### src/hdl/poi_pkg.sv
// poi_pkg: shared constants, types and the cordic angle table for the
// planar odometry integrator; used by every module of the block
`default_nettype none

package poi_pkg;

   // cordic iterations, range 12 to 32
   localparam int CORDIC_STEPS  = 24;
   localparam int CORDIC_STEP_W = $clog2(CORDIC_STEPS);
   localparam int ATAN_IDX_W    = 5;

   // cordic datapath width, q2.30 with headroom
   localparam int CX_W = 34;
   localparam logic signed [CX_W-1:0] GAIN_Q30 = 34'sd652032874;
   localparam logic signed [CX_W-1:0] ONE_Q30  = 34'sd1073741824;

   // distance and heading scale factors, applied with a 2^-40 shift
   localparam logic [39:0] DIST_K = 40'd115292150;
   localparam logic [39:0] HEAD_K = 40'd75158796884;

   // position range
   localparam int POS_W = 40;
   localparam logic signed [POS_W-1:0] POS_MAX = 40'sh7F_FFFF_FFFF;
   localparam logic signed [POS_W-1:0] POS_MIN = 40'sh80_0000_0000;

   // multiply-accumulate unit
   localparam int ACC_W = 88;
   localparam logic [ACC_W-1:0] RND40 = ACC_W'(1) << 39;
   localparam logic [ACC_W-1:0] RND30 = ACC_W'(1) << 29;

   // partial product placement
   localparam logic [1:0] SH_0  = 2'd0;
   localparam logic [1:0] SH_24 = 2'd1;
   localparam logic [1:0] SH_32 = 2'd2;
   localparam logic [1:0] SH_56 = 2'd3;

   // accumulator start value on clear
   localparam logic [1:0] BIAS_NONE = 2'd0;
   localparam logic [1:0] BIAS_40   = 2'd1;
   localparam logic [1:0] BIAS_30   = 2'd2;

   typedef struct packed {
      logic        clear;
      logic [1:0]  bias;
      logic        mul;
      logic [31:0] opa;
      logic [31:0] opb;
      logic [1:0]  shift;
   } mac_cmd_type;

   // round(atan(2^-i) * 2^32 / (2*pi))
   function automatic logic [31:0] atan_entry(input logic [ATAN_IDX_W-1:0] idx);
      logic [31:0] v;
      case (idx)
         5'd0:    v = 32'h2000_0000;
         5'd1:    v = 32'h12E4_051E;
         5'd2:    v = 32'h09FB_385B;
         5'd3:    v = 32'h0511_11D4;
         5'd4:    v = 32'h028B_0D43;
         5'd5:    v = 32'h0145_D7E1;
         5'd6:    v = 32'h00A2_F61E;
         5'd7:    v = 32'h0051_7C55;
         5'd8:    v = 32'h0028_BE53;
         5'd9:    v = 32'h0014_5F2F;
         5'd10:   v = 32'h000A_2F98;
         5'd11:   v = 32'h0005_17CC;
         5'd12:   v = 32'h0002_8BE6;
         5'd13:   v = 32'h0001_45F3;
         5'd14:   v = 32'h0000_A2FA;
         5'd15:   v = 32'h0000_517D;
         5'd16:   v = 32'h0000_28BE;
         5'd17:   v = 32'h0000_145F;
         5'd18:   v = 32'h0000_0A30;
         5'd19:   v = 32'h0000_0518;
         5'd20:   v = 32'h0000_028C;
         5'd21:   v = 32'h0000_0146;
         5'd22:   v = 32'h0000_00A3;
         5'd23:   v = 32'h0000_0051;
         5'd24:   v = 32'h0000_0029;
         5'd25:   v = 32'h0000_0014;
         5'd26:   v = 32'h0000_000A;
         5'd27:   v = 32'h0000_0005;
         5'd28:   v = 32'h0000_0003;
         5'd29:   v = 32'h0000_0001;
         5'd30:   v = 32'h0000_0001;
         default: v = 32'h0000_0000;
      endcase
      return v;
   endfunction

endpackage

`default_nettype wire

### src/hdl/poi_mac.sv
// poi_mac: shared 32x32 multiplier with shifted accumulate
// depends on poi_pkg
`default_nettype none

module poi_mac (
   input  wire logic                      clock,
   input  wire logic                      reset,
   input  wire poi_pkg::mac_cmd_type      cmd,
   output logic [poi_pkg::ACC_W-1:0]      acc
);

   logic [63:0]               prod_ff, prod_in;
   logic [1:0]                sh_ff;
   logic                      pv_ff;
   logic [poi_pkg::ACC_W-1:0] acc_ff, acc_in;
   logic [poi_pkg::ACC_W-1:0] addend;
   logic [poi_pkg::ACC_W-1:0] bias_val;

   assign prod_in = 64'(cmd.opa) * 64'(cmd.opb);

   always_comb begin
      case (sh_ff)
         poi_pkg::SH_0:  addend = poi_pkg::ACC_W'(prod_ff);
         poi_pkg::SH_24: addend = poi_pkg::ACC_W'({prod_ff, 24'd0});
         poi_pkg::SH_32: addend = poi_pkg::ACC_W'({prod_ff, 32'd0});
         default:        addend = poi_pkg::ACC_W'({prod_ff, 56'd0});
      endcase
   end

   always_comb begin
      case (cmd.bias)
         poi_pkg::BIAS_40: bias_val = poi_pkg::RND40;
         poi_pkg::BIAS_30: bias_val = poi_pkg::RND30;
         default:          bias_val = '0;
      endcase
   end

   always_comb begin
      acc_in = acc_ff;
      if (cmd.clear) begin
         acc_in = bias_val;
      end else if (pv_ff) begin
         acc_in = acc_ff + addend;
      end
   end

   always_ff @(posedge clock) begin
      if (reset) begin
         pv_ff <= 1'b0;
      end else begin
         pv_ff <= cmd.mul;
      end
   end

   always_ff @(posedge clock) begin
      prod_ff <= prod_in;
      sh_ff   <= cmd.shift;
      acc_ff  <= acc_in;
   end

   assign acc = acc_ff;

endmodule

`default_nettype wire

### src/hdl/poi_cordic.sv
// poi_cordic: iterative rotation cordic, one micro-rotation per cycle
// depends on poi_pkg
`default_nettype none

module poi_cordic (
   input  wire logic               clock,
   input  wire logic               reset,
   input  wire logic               start,
   input  wire logic [31:0]        angle,
   output logic                    busy,
   output logic signed [31:0]      cos_val,
   output logic signed [31:0]      sin_val
);

   localparam int CX_W   = poi_pkg::CX_W;
   localparam int STEP_W = poi_pkg::CORDIC_STEP_W;

   logic                     busy_ff, busy_in;
   logic [STEP_W-1:0]        cnt_ff, cnt_in;
   logic [1:0]               q_ff, q_in;
   logic signed [CX_W-1:0]   x_ff, x_in, y_ff, y_in;
   logic signed [31:0]       z_ff, z_in;
   logic [31:0]              rot;
   logic [31:0]              resid;
   logic signed [CX_W-1:0]   xs, ys;
   logic signed [31:0]       step_ang;
   logic signed [CX_W-1:0]   xc, yc;
   logic signed [31:0]       xn, yn, ca, sa;

   // quadrant split, residual in [-2^29, 2^29)
   assign rot   = angle + 32'h2000_0000;
   assign resid = angle - {rot[31:30], 30'd0};

   assign xs       = x_ff >>> cnt_ff;
   assign ys       = y_ff >>> cnt_ff;
   assign step_ang = $signed(poi_pkg::atan_entry(poi_pkg::ATAN_IDX_W'(cnt_ff)));

   always_comb begin
      busy_in = busy_ff;
      cnt_in  = cnt_ff;
      q_in    = q_ff;
      x_in    = x_ff;
      y_in    = y_ff;
      z_in    = z_ff;
      if (start) begin
         busy_in = 1'b1;
         cnt_in  = '0;
         q_in    = rot[31:30];
         x_in    = poi_pkg::GAIN_Q30;
         y_in    = '0;
         z_in    = $signed(resid);
      end else if (busy_ff) begin
         if (!z_ff[31]) begin
            x_in = x_ff - ys;
            y_in = y_ff + xs;
            z_in = z_ff - step_ang;
         end else begin
            x_in = x_ff + ys;
            y_in = y_ff - xs;
            z_in = z_ff + step_ang;
         end
         if (cnt_ff == STEP_W'(poi_pkg::CORDIC_STEPS - 1)) begin
            busy_in = 1'b0;
         end else begin
            cnt_in = cnt_ff + 1'b1;
         end
      end
   end

   always_ff @(posedge clock) begin
      if (reset) begin
         busy_ff <= 1'b0;
      end else begin
         busy_ff <= busy_in;
      end
   end

   always_ff @(posedge clock) begin
      cnt_ff <= cnt_in;
      q_ff   <= q_in;
      x_ff   <= x_in;
      y_ff   <= y_in;
      z_ff   <= z_in;
   end

   // clamp to unit magnitude
   always_comb begin
      xc = x_ff;
      yc = y_ff;
      if (x_ff > poi_pkg::ONE_Q30)  xc = poi_pkg::ONE_Q30;
      if (x_ff < -poi_pkg::ONE_Q30) xc = -poi_pkg::ONE_Q30;
      if (y_ff > poi_pkg::ONE_Q30)  yc = poi_pkg::ONE_Q30;
      if (y_ff < -poi_pkg::ONE_Q30) yc = -poi_pkg::ONE_Q30;
      xn = 32'(xc);
      yn = 32'(yc);
   end

   // odd quadrant swaps, upper half negates
   always_comb begin
      if (q_ff[0]) begin
         ca = -yn;
         sa = xn;
      end else begin
         ca = xn;
         sa = yn;
      end
      if (q_ff[1]) begin
         cos_val = -ca;
         sin_val = -sa;
      end else begin
         cos_val = ca;
         sin_val = sa;
      end
   end

   assign busy = busy_ff;

endmodule

`default_nettype wire

### src/hdl/planar_odometry_integrator_top.sv
// planar_odometry_integrator_top: dead-reckoning pose integrator, sequencer
// around a shared multiply-accumulate unit and an iterative cordic
// depends on poi_pkg, poi_mac, poi_cordic
//
// usage
//   req channel: one speed report per item (linear and angular speed, 32-bit
//   microsecond stamp). an item is taken when req_valid is high and req_stall
//   is low. req_stall stays high while an item is being worked on.
//   rsp channel: pose (x, y, heading) plus echoed speeds, taken when rsp_valid
//   is high and rsp_stall is low.
//   the first item after reset only records its stamp: no rsp item follows.
//   every later item gives exactly one rsp item.
// result timing
//   a primed item shows on rsp in the same cycle that req_stall drops, once the
//   output register is free; a new item is taken only after the last is handed
//   over. from 18 cordic steps up the cordic iterations decide when a result is
//   ready; the dt, distance and heading multiplies run alongside them.
// reset
//   synchronous, active high: pose, heading and stamp clear to zero, the
//   block returns to unprimed and the rsp register empties.
// stall
//   the result sits in an output register; a stalled rsp holds its item and
//   the block still takes the next req item. a second finished result waits
//   in the sequencer until the output register frees.
`default_nettype none

module planar_odometry_integrator_top (
   input  wire logic               clock,
   input  wire logic               reset,

   input  wire logic               req_valid,
   output logic                    req_stall,
   input  wire logic signed [15:0] req_linear_speed,
   input  wire logic signed [15:0] req_angular_speed,
   input  wire logic [31:0]        req_time_stamp,

   output logic                    rsp_valid,
   input  wire logic               rsp_stall,
   output logic signed [39:0]      rsp_pos_x,
   output logic signed [39:0]      rsp_pos_y,
   output logic [31:0]             rsp_heading,
   output logic signed [15:0]      rsp_linear_velocity,
   output logic signed [15:0]      rsp_angular_velocity
);

   localparam int POS_W = poi_pkg::POS_W;
   localparam int ACC_W = poi_pkg::ACC_W;

   // sequencer phases
   localparam logic [3:0] ST_IDLE = 4'd0;
   localparam logic [3:0] ST_LIN  = 4'd1;  // |linear| * dt
   localparam logic [3:0] ST_ANG  = 4'd2;  // |angular| * dt
   localparam logic [3:0] ST_DIST = 4'd3;  // distance scaling, 4 partials
   localparam logic [3:0] ST_HEAD = 4'd4;  // heading step scaling, 4 partials
   localparam logic [3:0] ST_DX   = 4'd5;  // distance * cos
   localparam logic [3:0] ST_DY   = 4'd6;  // distance * sin
   localparam logic [3:0] ST_POS  = 4'd7;  // saturating add, heading update
   localparam logic [3:0] ST_OUT  = 4'd8;  // hand over to output register

   logic [3:0]              state_ff, state_in;
   logic [2:0]              cnt_ff, cnt_in;
   logic [2:0]              npp;

   // block state
   logic                    primed_ff, primed_in;
   logic [31:0]             last_ff, last_in;
   logic [31:0]             yaw_ff, yaw_in;
   logic signed [POS_W-1:0] pos_x_ff, pos_x_in, pos_y_ff, pos_y_in;

   // per-item working registers
   logic signed [15:0]      lin_ff, lin_in, ang_ff, ang_in;
   logic [31:0]             dt_ff, dt_in;
   logic [47:0]             plin_ff, plin_in, pang_ff, pang_in;
   logic [33:0]             dmag_ff, dmag_in;
   logic [31:0]             hstep_ff, hstep_in;
   logic signed [34:0]      dx_ff, dx_in, dy_ff, dy_in;

   // output register
   logic                    rsp_valid_ff, rsp_valid_in;
   logic signed [POS_W-1:0] rsp_x_ff, rsp_x_in, rsp_y_ff, rsp_y_in;
   logic [31:0]             rsp_h_ff, rsp_h_in;
   logic signed [15:0]      rsp_lin_ff, rsp_lin_in, rsp_ang_ff, rsp_ang_in;

   logic                    req_take;
   logic                    issue, capture, hold;
   logic [15:0]             lin_mag, ang_mag;
   logic [31:0]             cos_mag, sin_mag, trig_mag;
   logic [47:0]             p_sel;
   logic [39:0]             k_sel;
   logic [33:0]             r_val;
   logic                    r_neg;
   logic signed [POS_W:0]   sum_x, sum_y;

   poi_pkg::mac_cmd_type    mac_cmd;
   logic [ACC_W-1:0]        acc;
   logic                    cordic_busy;
   logic signed [31:0]      cos_val, sin_val;

   poi_mac u_mac (
      .clock (clock),
      .reset (reset),
      .cmd   (mac_cmd),
      .acc   (acc)
   );

   poi_cordic u_cordic (
      .clock   (clock),
      .reset   (reset),
      .start   (req_take && primed_ff),
      .angle   (yaw_ff),
      .busy    (cordic_busy),
      .cos_val (cos_val),
      .sin_val (sin_val)
   );

   assign req_stall = (state_ff != ST_IDLE);
   assign req_take  = req_valid && !req_stall;

   // operand magnitudes
   assign lin_mag = lin_ff[15] ? (16'd0 - $unsigned(lin_ff)) : $unsigned(lin_ff);
   assign ang_mag = ang_ff[15] ? (16'd0 - $unsigned(ang_ff)) : $unsigned(ang_ff);
   assign cos_mag = cos_val[31] ? (32'd0 - $unsigned(cos_val)) : $unsigned(cos_val);
   assign sin_mag = sin_val[31] ? (32'd0 - $unsigned(sin_val)) : $unsigned(sin_val);
   assign trig_mag = (state_ff == ST_DX) ? cos_mag : sin_mag;

   assign p_sel = (state_ff == ST_DIST) ? plin_ff : pang_ff;
   assign k_sel = (state_ff == ST_DIST) ? poi_pkg::DIST_K : poi_pkg::HEAD_K;

   // partial products per phase
   always_comb begin
      case (state_ff)
         ST_LIN, ST_ANG:   npp = 3'd1;
         ST_DIST, ST_HEAD: npp = 3'd4;
         ST_DX, ST_DY:     npp = 3'd2;
         default:          npp = 3'd0;
      endcase
   end

   // cos and sin are needed from the first distance * cos product on
   assign hold    = (state_ff == ST_DX) && cordic_busy;
   assign issue   = (cnt_ff < npp) && !hold;
   assign capture = (npp != 3'd0) && (cnt_ff == npp + 3'd1);

   // rounded scaled distance from the accumulator, sign applied
   assign r_val = acc[63:30];
   assign r_neg = lin_ff[15] ^ ((state_ff == ST_DX) ? cos_val[31] : sin_val[31]);

   assign sum_x = {pos_x_ff[POS_W-1], pos_x_ff} + (POS_W+1)'(dx_ff);
   assign sum_y = {pos_y_ff[POS_W-1], pos_y_ff} + (POS_W+1)'(dy_ff);

   // micro-op issue to the shared multiplier
   always_comb begin
      mac_cmd = '0;
      if (issue) begin
         mac_cmd.mul   = 1'b1;
         mac_cmd.clear = (cnt_ff == 3'd0);
         case (state_ff)
            ST_LIN: begin
               mac_cmd.opa = 32'(lin_mag);
               mac_cmd.opb = dt_ff;
            end
            ST_ANG: begin
               mac_cmd.opa = 32'(ang_mag);
               mac_cmd.opb = dt_ff;
            end
            ST_DIST, ST_HEAD: begin
               mac_cmd.bias = poi_pkg::BIAS_40;
               case (cnt_ff)
                  3'd0: begin
                     mac_cmd.opa   = 32'(p_sel[23:0]);
                     mac_cmd.opb   = k_sel[31:0];
                     mac_cmd.shift = poi_pkg::SH_0;
                  end
                  3'd1: begin
                     mac_cmd.opa   = 32'(p_sel[47:24]);
                     mac_cmd.opb   = k_sel[31:0];
                     mac_cmd.shift = poi_pkg::SH_24;
                  end
                  3'd2: begin
                     mac_cmd.opa   = 32'(p_sel[23:0]);
                     mac_cmd.opb   = 32'(k_sel[39:32]);
                     mac_cmd.shift = poi_pkg::SH_32;
                  end
                  default: begin
                     mac_cmd.opa   = 32'(p_sel[47:24]);
                     mac_cmd.opb   = 32'(k_sel[39:32]);
                     mac_cmd.shift = poi_pkg::SH_56;
                  end
               endcase
            end
            default: begin
               mac_cmd.bias = poi_pkg::BIAS_30;
               mac_cmd.opb  = trig_mag;
               if (cnt_ff == 3'd0) begin
                  mac_cmd.opa   = 32'(dmag_ff[23:0]);
                  mac_cmd.shift = poi_pkg::SH_0;
               end else begin
                  mac_cmd.opa   = 32'(dmag_ff[33:24]);
                  mac_cmd.shift = poi_pkg::SH_24;
               end
            end
         endcase
      end
   end

   // sequencer and datapath registers
   always_comb begin
      state_in   = state_ff;
      cnt_in     = cnt_ff;
      primed_in  = primed_ff;
      last_in    = last_ff;
      yaw_in     = yaw_ff;
      pos_x_in   = pos_x_ff;
      pos_y_in   = pos_y_ff;
      lin_in     = lin_ff;
      ang_in     = ang_ff;
      dt_in      = dt_ff;
      plin_in    = plin_ff;
      pang_in    = pang_ff;
      dmag_in    = dmag_ff;
      hstep_in   = hstep_ff;
      dx_in      = dx_ff;
      dy_in      = dy_ff;
      rsp_x_in   = rsp_x_ff;
      rsp_y_in   = rsp_y_ff;
      rsp_h_in   = rsp_h_ff;
      rsp_lin_in = rsp_lin_ff;
      rsp_ang_in = rsp_ang_ff;

      rsp_valid_in = rsp_valid_ff && rsp_stall;

      case (state_ff)
         ST_IDLE: begin
            if (req_take) begin
               last_in = req_time_stamp;
               if (!primed_ff) begin
                  // first report only primes the stamp
                  primed_in = 1'b1;
               end else begin
                  dt_in    = req_time_stamp - last_ff;
                  lin_in   = req_linear_speed;
                  ang_in   = req_angular_speed;
                  state_in = ST_LIN;
                  cnt_in   = '0;
               end
            end
         end
         ST_LIN, ST_ANG, ST_DIST, ST_HEAD, ST_DX, ST_DY: begin
            if (capture) begin
               cnt_in = '0;
               case (state_ff)
                  ST_LIN: begin
                     plin_in  = acc[47:0];
                     state_in = ST_ANG;
                  end
                  ST_ANG: begin
                     pang_in  = acc[47:0];
                     state_in = ST_DIST;
                  end
                  ST_DIST: begin
                     dmag_in  = acc[73:40];
                     state_in = ST_HEAD;
                  end
                  ST_HEAD: begin
                     hstep_in = acc[71:40];
                     state_in = ST_DX;
                  end
                  ST_DX: begin
                     dx_in    = r_neg ? -$signed(35'(r_val)) : $signed(35'(r_val));
                     state_in = ST_DY;
                  end
                  default: begin
                     dy_in    = r_neg ? -$signed(35'(r_val)) : $signed(35'(r_val));
                     state_in = ST_POS;
                  end
               endcase
            end else if (!hold) begin
               cnt_in = cnt_ff + 3'd1;
            end
         end
         ST_POS: begin
            // saturate on overflow into the guard bit
            if (sum_x[POS_W] != sum_x[POS_W-1]) begin
               pos_x_in = sum_x[POS_W] ? poi_pkg::POS_MIN : poi_pkg::POS_MAX;
            end else begin
               pos_x_in = sum_x[POS_W-1:0];
            end
            if (sum_y[POS_W] != sum_y[POS_W-1]) begin
               pos_y_in = sum_y[POS_W] ? poi_pkg::POS_MIN : poi_pkg::POS_MAX;
            end else begin
               pos_y_in = sum_y[POS_W-1:0];
            end
            // heading wraps, stepped after position uses the old heading
            yaw_in   = ang_ff[15] ? (yaw_ff - hstep_ff) : (yaw_ff + hstep_ff);
            state_in = ST_OUT;
         end
         ST_OUT: begin
            if (!rsp_valid_ff || !rsp_stall) begin
               rsp_valid_in = 1'b1;
               rsp_x_in     = pos_x_ff;
               rsp_y_in     = pos_y_ff;
               rsp_h_in     = yaw_ff;
               rsp_lin_in   = lin_ff;
               rsp_ang_in   = ang_ff;
               state_in     = ST_IDLE;
            end
         end
         default: begin
            state_in = ST_IDLE;
         end
      endcase
   end

   always_ff @(posedge clock) begin
      if (reset) begin
         state_ff     <= ST_IDLE;
         cnt_ff       <= '0;
         primed_ff    <= 1'b0;
         last_ff      <= '0;
         yaw_ff       <= '0;
         pos_x_ff     <= '0;
         pos_y_ff     <= '0;
         rsp_valid_ff <= 1'b0;
      end else begin
         state_ff     <= state_in;
         cnt_ff       <= cnt_in;
         primed_ff    <= primed_in;
         last_ff      <= last_in;
         yaw_ff       <= yaw_in;
         pos_x_ff     <= pos_x_in;
         pos_y_ff     <= pos_y_in;
         rsp_valid_ff <= rsp_valid_in;
      end
   end

   always_ff @(posedge clock) begin
      lin_ff     <= lin_in;
      ang_ff     <= ang_in;
      dt_ff      <= dt_in;
      plin_ff    <= plin_in;
      pang_ff    <= pang_in;
      dmag_ff    <= dmag_in;
      hstep_ff   <= hstep_in;
      dx_ff      <= dx_in;
      dy_ff      <= dy_in;
      rsp_x_ff   <= rsp_x_in;
      rsp_y_ff   <= rsp_y_in;
      rsp_h_ff   <= rsp_h_in;
      rsp_lin_ff <= rsp_lin_in;
      rsp_ang_ff <= rsp_ang_in;
   end

   assign rsp_valid            = rsp_valid_ff;
   assign rsp_pos_x            = rsp_x_ff;
   assign rsp_pos_y            = rsp_y_ff;
   assign rsp_heading          = rsp_h_ff;
   assign rsp_linear_velocity  = rsp_lin_ff;
   assign rsp_angular_velocity = rsp_ang_ff;

   // priming item leaves the sequencer idle
   a_prime_only: assert property (@(posedge clock) disable iff (reset)
      (req_take && !primed_ff) |=> (state_ff == ST_IDLE && primed_ff))
      else $error("priming item started the sequencer");

   // a primed item starts both the multiplier sequence and the cordic
   a_item_start: assert property (@(posedge clock) disable iff (reset)
      (req_take && primed_ff) |=> (state_ff == ST_LIN && cnt_ff == 3'd0 && cordic_busy))
      else $error("item did not start the sequence");

   // distance products only use a settled cos
   a_trig_ready: assert property (@(posedge clock) disable iff (reset)
      (state_ff == ST_DX && mac_cmd.mul) |-> !cordic_busy)
      else $error("cos used while cordic still iterating");

   // a new result only comes from the hand-over phase
   a_rsp_source: assert property (@(posedge clock) disable iff (reset)
      $rose(rsp_valid_ff) |-> ($past(state_ff) == ST_OUT))
      else $error("result raised outside hand-over");

endmodule

`default_nettype wire

### config.mk
export PLATFORM = sky130hd
export DESIGN_NAME = planar_odometry_integrator_top
export DESIGN_NICKNAME = d
export VERILOG_FILES = /design/src/hdl/poi_pkg.sv /design/src/hdl/poi_mac.sv /design/src/hdl/poi_cordic.sv /design/src/hdl/planar_odometry_integrator_top.sv
export SDC_FILE = /design/constraint.sdc
export NUM_CORES = 2
export LEC_CHECK = 0
export BUFFER_PORTS_ARGS = -buffer_cell sky130_fd_sc_hd__buf_2
export CAP_MARGIN = 40
export CORE_MARGIN = 10
export CORE_UTILIZATION = 55
export DETAILED_ROUTE_END_ITERATION = 6
export GPL_TIMING_DRIVEN = 0
export PLACE_DENSITY = 0.72
export SYNTH_ARGS = -nofsm -noshare
export SYNTH_HDL_FRONTEND = slang
export SYNTH_SLANG_ARGS = --single-unit
export TNS_END_PERCENT = 50
### constraint.sdc
create_clock -name clock -period 31.8 [get_ports clock]
set_input_delay 0 -clock clock [delete_from_list [all_inputs] [get_ports clock]]
set_output_delay 0 -clock clock [all_outputs]
set_load 0.02 [all_outputs]
After elaboration in Yosys (flattened, before gate mapping)
Memories as Yosys holds them, arrays and structs flattened. A register that Yosys moved wholly into a read port is not among the register bits.
Cells that the tools add are included.

storage, ports and cells
  output and inout bits = 146
  register bits = 856
  memory bits (read-only) = 960
  memories = 1

memory list
  memory            depth  width  rd ports  clocked after Yosys merged registers in  write ports  line           text
  (name not given)  32     30     1         1                                        0            poi_pkg.sv:54  case (idx)

operators by class
  reduce and logical (&&, ||, !) cells = 36
  order comparisons = 5
  shift operators = 2
  bitwise logic cells = 3
  eq/ne operators = 23
  add/sub/neg operators = 25
  muxes and demuxes = 57
  $mul = 1

operators with widths
  cell                     count
  $mux W32                 15
  $pmux W88 S3             1
  $pmux W64 S3             1
  $mux W88                 2
  $pmux W58 S3             1
  $mux W40                 4
  $sub A32 B32 Y32         4
  $neg A32 Y32             3
  $add A88 B88 Y88         1
  $add A40 B35 Y41         2
  $pmux W40 S2             1
  $mux W70                 1
  $add A34 B34 Y34         2
  $gt A34 B32 Y1 const B   2
  $lt A34 B31 Y1 const B   2
  $mux W34                 2
  $sshr A34 B5 Y34         2
  $sub A34 B34 Y34         2
  $add A32 B32 Y32         2
  $mul A32 B32 Y64         1
  $sub A1 B32 Y32 const A  2
  $mux W48                 1
  $mux W37                 1
  $mux W35                 1
  other kinds (47)         96

Depth between registers and ports, before layout
  depth in word-level cells = 15
  depth in mapped cells = 55

Modules after synthesis
A second synthesis with hierarchy kept.

unflattened totals
  cells, all modules = 10697
  area total of the unflattened synthesis = 96732.8 µm²

by module, submodules not included
  module                          area each (µm²)  cells each  seq. area each (µm²)  times used
  poi_mac                         44156.1          4914        3983.8                1
  planar_odometry_integrator_top  32213.4          3132        16275.6               1
  poi_cordic                      20363.3          2651        3103.0                1

Worst setup path after synthesis
OpenSTA, ideal clock, no wires.

  path type = register to register
  from = register u_cordic.y_ff[2]
  to = register u_mac.prod_ff[57]
  path buffers = 7
  stages on the path, launching flop included = 53
  path slack = 18.953 ns
  required time = 31.728 ns
  arrival = 12.775 ns
  clock period less this slack = 12.847 ns
  cells stage by stage = dfxtp_1 buf_2 nor3_1 and3_1 nand4_1 clkbuf_1 nand2_1 nand2_1 ha_1 clkbuf_1 a41o_1 a221o_1 or2_2 or4_1 buf_2 nor4_1 a31oi_1 xnor2_1 [... 17 more ...] inv_1 fa_1 inv_1 fa_1 ha_1 a21o_1 a21o_1 a21oi_1 nor2_1 o311ai_0 o21ai_0 o31a_1 a41oi_1 o21ai_0 o41ai_1 nor2_1 a31oi_1 xnor2_1

on the way
  word-level cells in the longest chain between the ends = 13
  elaborated cells on any way between the ends = 19
  those cells by class = 5 x add/sub; 1 x mul; 2 x order compare; 11 x mux

ends and longest elaborated chain
  what                    line                                   text
  start, declared         poi_cordic.sv:21                       logic signed [CX_W-1:0] x_ff, x_in, y_ff, y_in;
  start signal, assigned  poi_cordic.sv:82                       y_ff <= y_in;
  $gt A34 B32 Y1          poi_cordic.sv:92                       if (y_ff > poi_pkg::ONE_Q30) yc = poi_pkg::ONE_Q30;
  $mux W32                poi_cordic.sv:92
  $mux W32 (*)            poi_cordic.sv:93                       if (y_ff < -poi_pkg::ONE_Q30) yc = -poi_pkg::ONE_Q30;
  $neg A32 Y32            poi_cordic.sv:101                      ca = -yn;
  $mux W32                poi_cordic.sv:100                      if (q_ff[0]) begin
  $neg A32 Y32            poi_cordic.sv:108                      cos_val = -ca;
  $mux W32                poi_cordic.sv:107                      if (q_ff[1]) begin
  $sub A1 B32 Y32         planar_odometry_integrator_top.sv:122  assign cos_mag = cos_val[31] ? (32'd0 - $unsigned(cos_val)) : $unsigned(cos_val);
  $mux W32                planar_odometry_integrator_top.sv:122
  $mux W32 (*)            planar_odometry_integrator_top.sv:124  assign trig_mag = (state_ff == ST_DX) ? cos_mag : sin_mag;
  $pmux W64 S3 (*)        planar_odometry_integrator_top.sv:157  case (state_ff)
  $mux W70 (*)            planar_odometry_integrator_top.sv:154  if (issue) begin
  $mul A32 B32 Y64 (*)    poi_mac.sv:19                          assign prod_in = 64'(cmd.opa) * 64'(cmd.opb);
  net u_mac.prod_in[57]   poi_mac.sv:12                          logic [63:0] prod_ff, prod_in;
  end signal, assigned    poi_mac.sv:56                          prod_ff <= prod_in;
  end, declared           poi_mac.sv:12

The timed path passes the listed nets; every way through them passes the cells marked *.
A chain may end at the register's enable or synchronous reset.

Worst setup path in the final report
  from = register u_cordic.y_ff[31]
  to = register u_mac.prod_ff[56]

Same word-level chain as after synthesis.

==> metrics.md <==
| Metric | Value |
|---|---|
| Fin Hold WS | `roughly 0.054 ns` |
| Routability cong. | `1.084` |
| Vias in the first global route | `~74000` |
| Final critical-path share of the clock period | `about 58%` |
| Fin. max-slew vios | `0` |
| Post-cts repair resize count | `0` |
| PwrDens | `about 98 nW/um^2` |
| Min-delay src | `req_valid` |
| Final Net Count | `approximately 11000` |
| Peak Freq | `about 55 MHz` |
| WHS Endpoint | `cnt_ff[2]$_SDFFE_PP0P_` |
| WL met1 | `~120000 um` |
| Synth cell types | `between 100 and 150` |
| Clock slew at reported path FFs | `0.06 ns` |
| Endpoints failing hold | `0` |
| Io pins | `between 200 and 250` |
| Top-area cell type share of the netlist area | `between 10% and 20%` |
| Placed Instances | `roughly 12000` |
| H-tree levels | `3` |
| Die area | `about 170000 sq um` |
| Peak supply drop | `0.0001287 V` |
| 1st-pass router iterations | `7` |
| Filler cells | `around 13000` |
| Status | `complete, but fails checks` |
| Synth Flop Type | `edfxtp_1` |
| CP Data Required Time | `32.36 ns` |
| Routed len/inst | `26.88 um` |
| Register area share after synthesis | `about 27%` |
| Top cells by area, synth | `edfxtp_1, fa_1, ha_1` |
| PortBufs | `212` |
| Async SR Flop Fraction | `0%` |
| CP endpoint kind | `register` |
| CP Launch Point | `u_cordic.y_ff[31]$_SDFFE_PP0P_` |
| Final WL | `between 300000 and 400000 um` |
| EDFF count, synth | `548` |
| Tmin final | `roughly 18 ns` |
| Fin cells | `between 10000 and 15000` |
| Worst-Margin Slew | `between 1 and 1.5 ns` |
| Worst skew pair latency | `slightly below 0.8 ns` |
| Initial drt markers | `between 9000 and 10000` |
| Die H | `approximately 410 um` |
| Vias | `76022` |
| Via density | `around 6.4` |
| Slowest cell on the critical path | `a211oi_1` |
| Total GRT Usage | `between 30% and 40%` |
| Post-CTS setup buffer count | `0` |
| Failing checks | `design-rule violations` |
| Hold Path Class | `in -> reg` |
| Synth area leader | `edfxtp_1` |
| Yosys warns | `0` |
| Syn Inst Count | `slightly above 9000` |
| Area Overhead vs Synth | `11.26%` |
| Leak pwr | `40.64 nW` |
| Largest net degree at the start of global routing | `60` |
| Post-DP HPWL | `between 200000 and 300000 um` |
| Total Neg Setup Slack | `0 ns` |
| Pwr Total | `9.237 mW` |
| Crit path DAT | `approximately 19 ns` |
| Core area | `roughly 150000 sq um` |
| Avg Cell Area, Syn | `9.142 sq um` |
| RSZ-0062 raised after global routing | `no` |
| Hold depth | `7` |
| Highest routed layer | `met5` |
| Type of origin of the critical path | `register` |
| Met3 WL | `between 30000 and 40000 um` |
| CTS root buf | `clkbuf_16` |
| Hold_buf cts | `100` |
| Initial antenna violation count | `31` |
| Final setup fails | `0` |
| Rows | `144` |
| CTS tree | `built` |
| Post-route ant nets | `0` |
| FF-to-FF Start | `u_cordic.y_ff[31]$_SDFFE_PP0P_` |
| Initial Util | `around 55%` |
| Yosys reg bits | `868` |
| GRT overflow | `0` |
| Met2 Routed Length | `138100 um` |
| Total of max-cap violations | `0` |
| Mapped Area | `~85000 sq um` |
| TritonCTS Sinks | `a little under 900` |
| CTS Buf Count | `98` |
| Reg2Reg Depth | `54` |
| Worst R2R Setup Slack | `around 13 ns` |
| CTS max path bufs | `3` |
| Clk_skew | `~0.13 ns` |
| Die Wd | `between 400 and 500 um` |
| Reg2reg end | `u_mac.prod_ff[56]$_DFF_P_` |
| CP max FO | `10` |
| Crit Path Class | `reg -> reg` |
| First-pass GRT wire length | `around 470000 um` |
| Fraction of layout instances using a drive strength above 1 | `between 7 and 8%` |
| Slew HR | `between 10% and 20%` |
| DRC viols | `17` |
| Crit-path max cell delay | `0.83 ns` |
[layout make-up]
type	instances	area [sq um]	share of cell area (%)
clock buffer	128	2686	2.839
timing repair buffer	421	3357	3.548
inverter	989	3715	3.926
sequential	868	22860	24.16
clock inverter	57	829.5	0.8768
antenna	12	30.03	0.03174
tap	2044	2557	2.703
multi-input combinational	6989	56810	60.04
buffer	463	1772	1.873
[how the worst max path moves through the flow]
stage	endpoint	slack [ns]	depth (start not counted)
CTS	u_mac.prod_ff[56]$_DFF_P_	14.07	54
global placement	u_mac.prod_ff[53]$_DFF_P_	12.52	52
floorplan	u_mac.prod_ff[57]$_DFF_P_	18.95	52
finish	u_mac.prod_ff[56]$_DFF_P_	13.50	54
detailed placement	u_mac.prod_ff[56]$_DFF_P_	14.13	54
global route	u_mac.prod_ff[56]$_DFF_P_	12.93	54
[flip-flops by register name (all words and copies together) (netlist names), 30 cells and up]
| signal | flops |
|---|---|
| pos_x_ff | 40 |
| plin_ff | 48 |
| dmag_ff | 34 |
| pang_ff | 48 |
| u_cordic.x_ff | 34 |
| u_cordic.z_ff | 32 |
| dy_ff | 35 |
| u_mac.prod_ff | 60 |
| u_cordic.y_ff | 34 |
| u_mac.acc | 74 |
| rsp_heading | 32 |
| rsp_pos_y | 40 |
| rsp_pos_x | 40 |
| pos_y_ff | 40 |
| dt_ff | 32 |
| u_cordic.step_ang | 30 |
| hstep_ff | 32 |
| yaw_ff | 32 |
| dx_ff | 35 |
| last_ff | 32 |
[synthesized netlist by cell type (56+ instances only)]
master	instances
and3_1	77
mux4_2	101
nor3_1	151
o21ai_0	380
fa_1	666
nor2b_1	117
edfxtp_1	548
o211ai_1	56
a21oi_1	563
mux2i_1	111
nor2_1	768
a31oi_1	76
a211oi_1	132
xnor2_1	377
or3_1	62
and2_1	182
inv_1	983
nand2b_1	140
maj3_1	69
dfxtp_1	320
o31ai_1	69
a21o_1	147
xor2_1	229
nand2_1	986
clkbuf_1	390
ha_1	612
o21a_1	70
nand3_1	99
[through the flow]
stage          worst slack, ns  utilization [%]  area (sq um)
3_5_place_dp             14.13            58.52         90040
3_3_place_gp             12.52            57.63         88680
4_1_cts                  14.07            61.45         94550
2_1_floorplan            18.95                -         85060
6_report                 13.50            61.49         94610
5_1_grt                  12.93            61.48         94590
[critical path, delay by kind of cell (launching register included)]
| kind | cells | cell delay [ns] |
|---|---|---|
| AO/OA/AOI/OAI | 16 | 4.59 |
| adder cells (fa/ha/maj) | 10 | 4.58 |
| buffers and inverters | 15 | 4.29 |
| AND/OR/NAND/NOR | 10 | 3.38 |
| XOR/XNOR | 3 | 0.88 |
| flip-flops | 1 | 0.36 |
[power breakdown]
| part | leakage [nW] | switching (mW) | internal, mW | total [mW] |
|---|---|---|---|---|
| Combinational | 31.3 | 3.93 | 2.26 | 6.19 |
| Clock | 1.69 | 0.523 | 0.718 | 1.24 |
| Sequential | 7.63 | 0.305 | 1.50 | 1.81 |
| Total | 40.6 | 4.75 | 4.48 | 9.24 |
[layer usage]
layer  track usage [%]  vias to the layer above
li1                  -                    33264
met1             48.17                    36947
met2             55.99                     4737
met3             9.899                     1054
met4             18.94                       20
met5                 0                        -
[logic make-up after synthesis]
logic type | after synthesis | share of synthesized area, %
xor+xnor | 606 | 6.242
buf+inv | 1452 | 6.449
flops | 868 | 26.88
fa+ha+maj | 1347 | 25.50
simple gates | 2815 | 15.44
compound gates | 1972 | 15.13
other cells | 2 | 0.008831
mux | 240 | 4.352
[cell usage in the layout (no fill, tap or decap), types with 139 or more instances in the layout]
master / instances
and2_1: 182
a21oi_1: 561
fa_1: 666
a21o_1: 147
ha_1: 612
nand2b_1: 139
inv_1: 982
nand2_1: 986
nor3_1: 150
dfxtp_1: 320
o21ai_0: 376
clkbuf_1: 409
xnor2_1: 377
buf_2: 232
xor2_1: 229
nor2_1: 763
edfxtp_1: 548
Power figures use the tool's default switching activity.
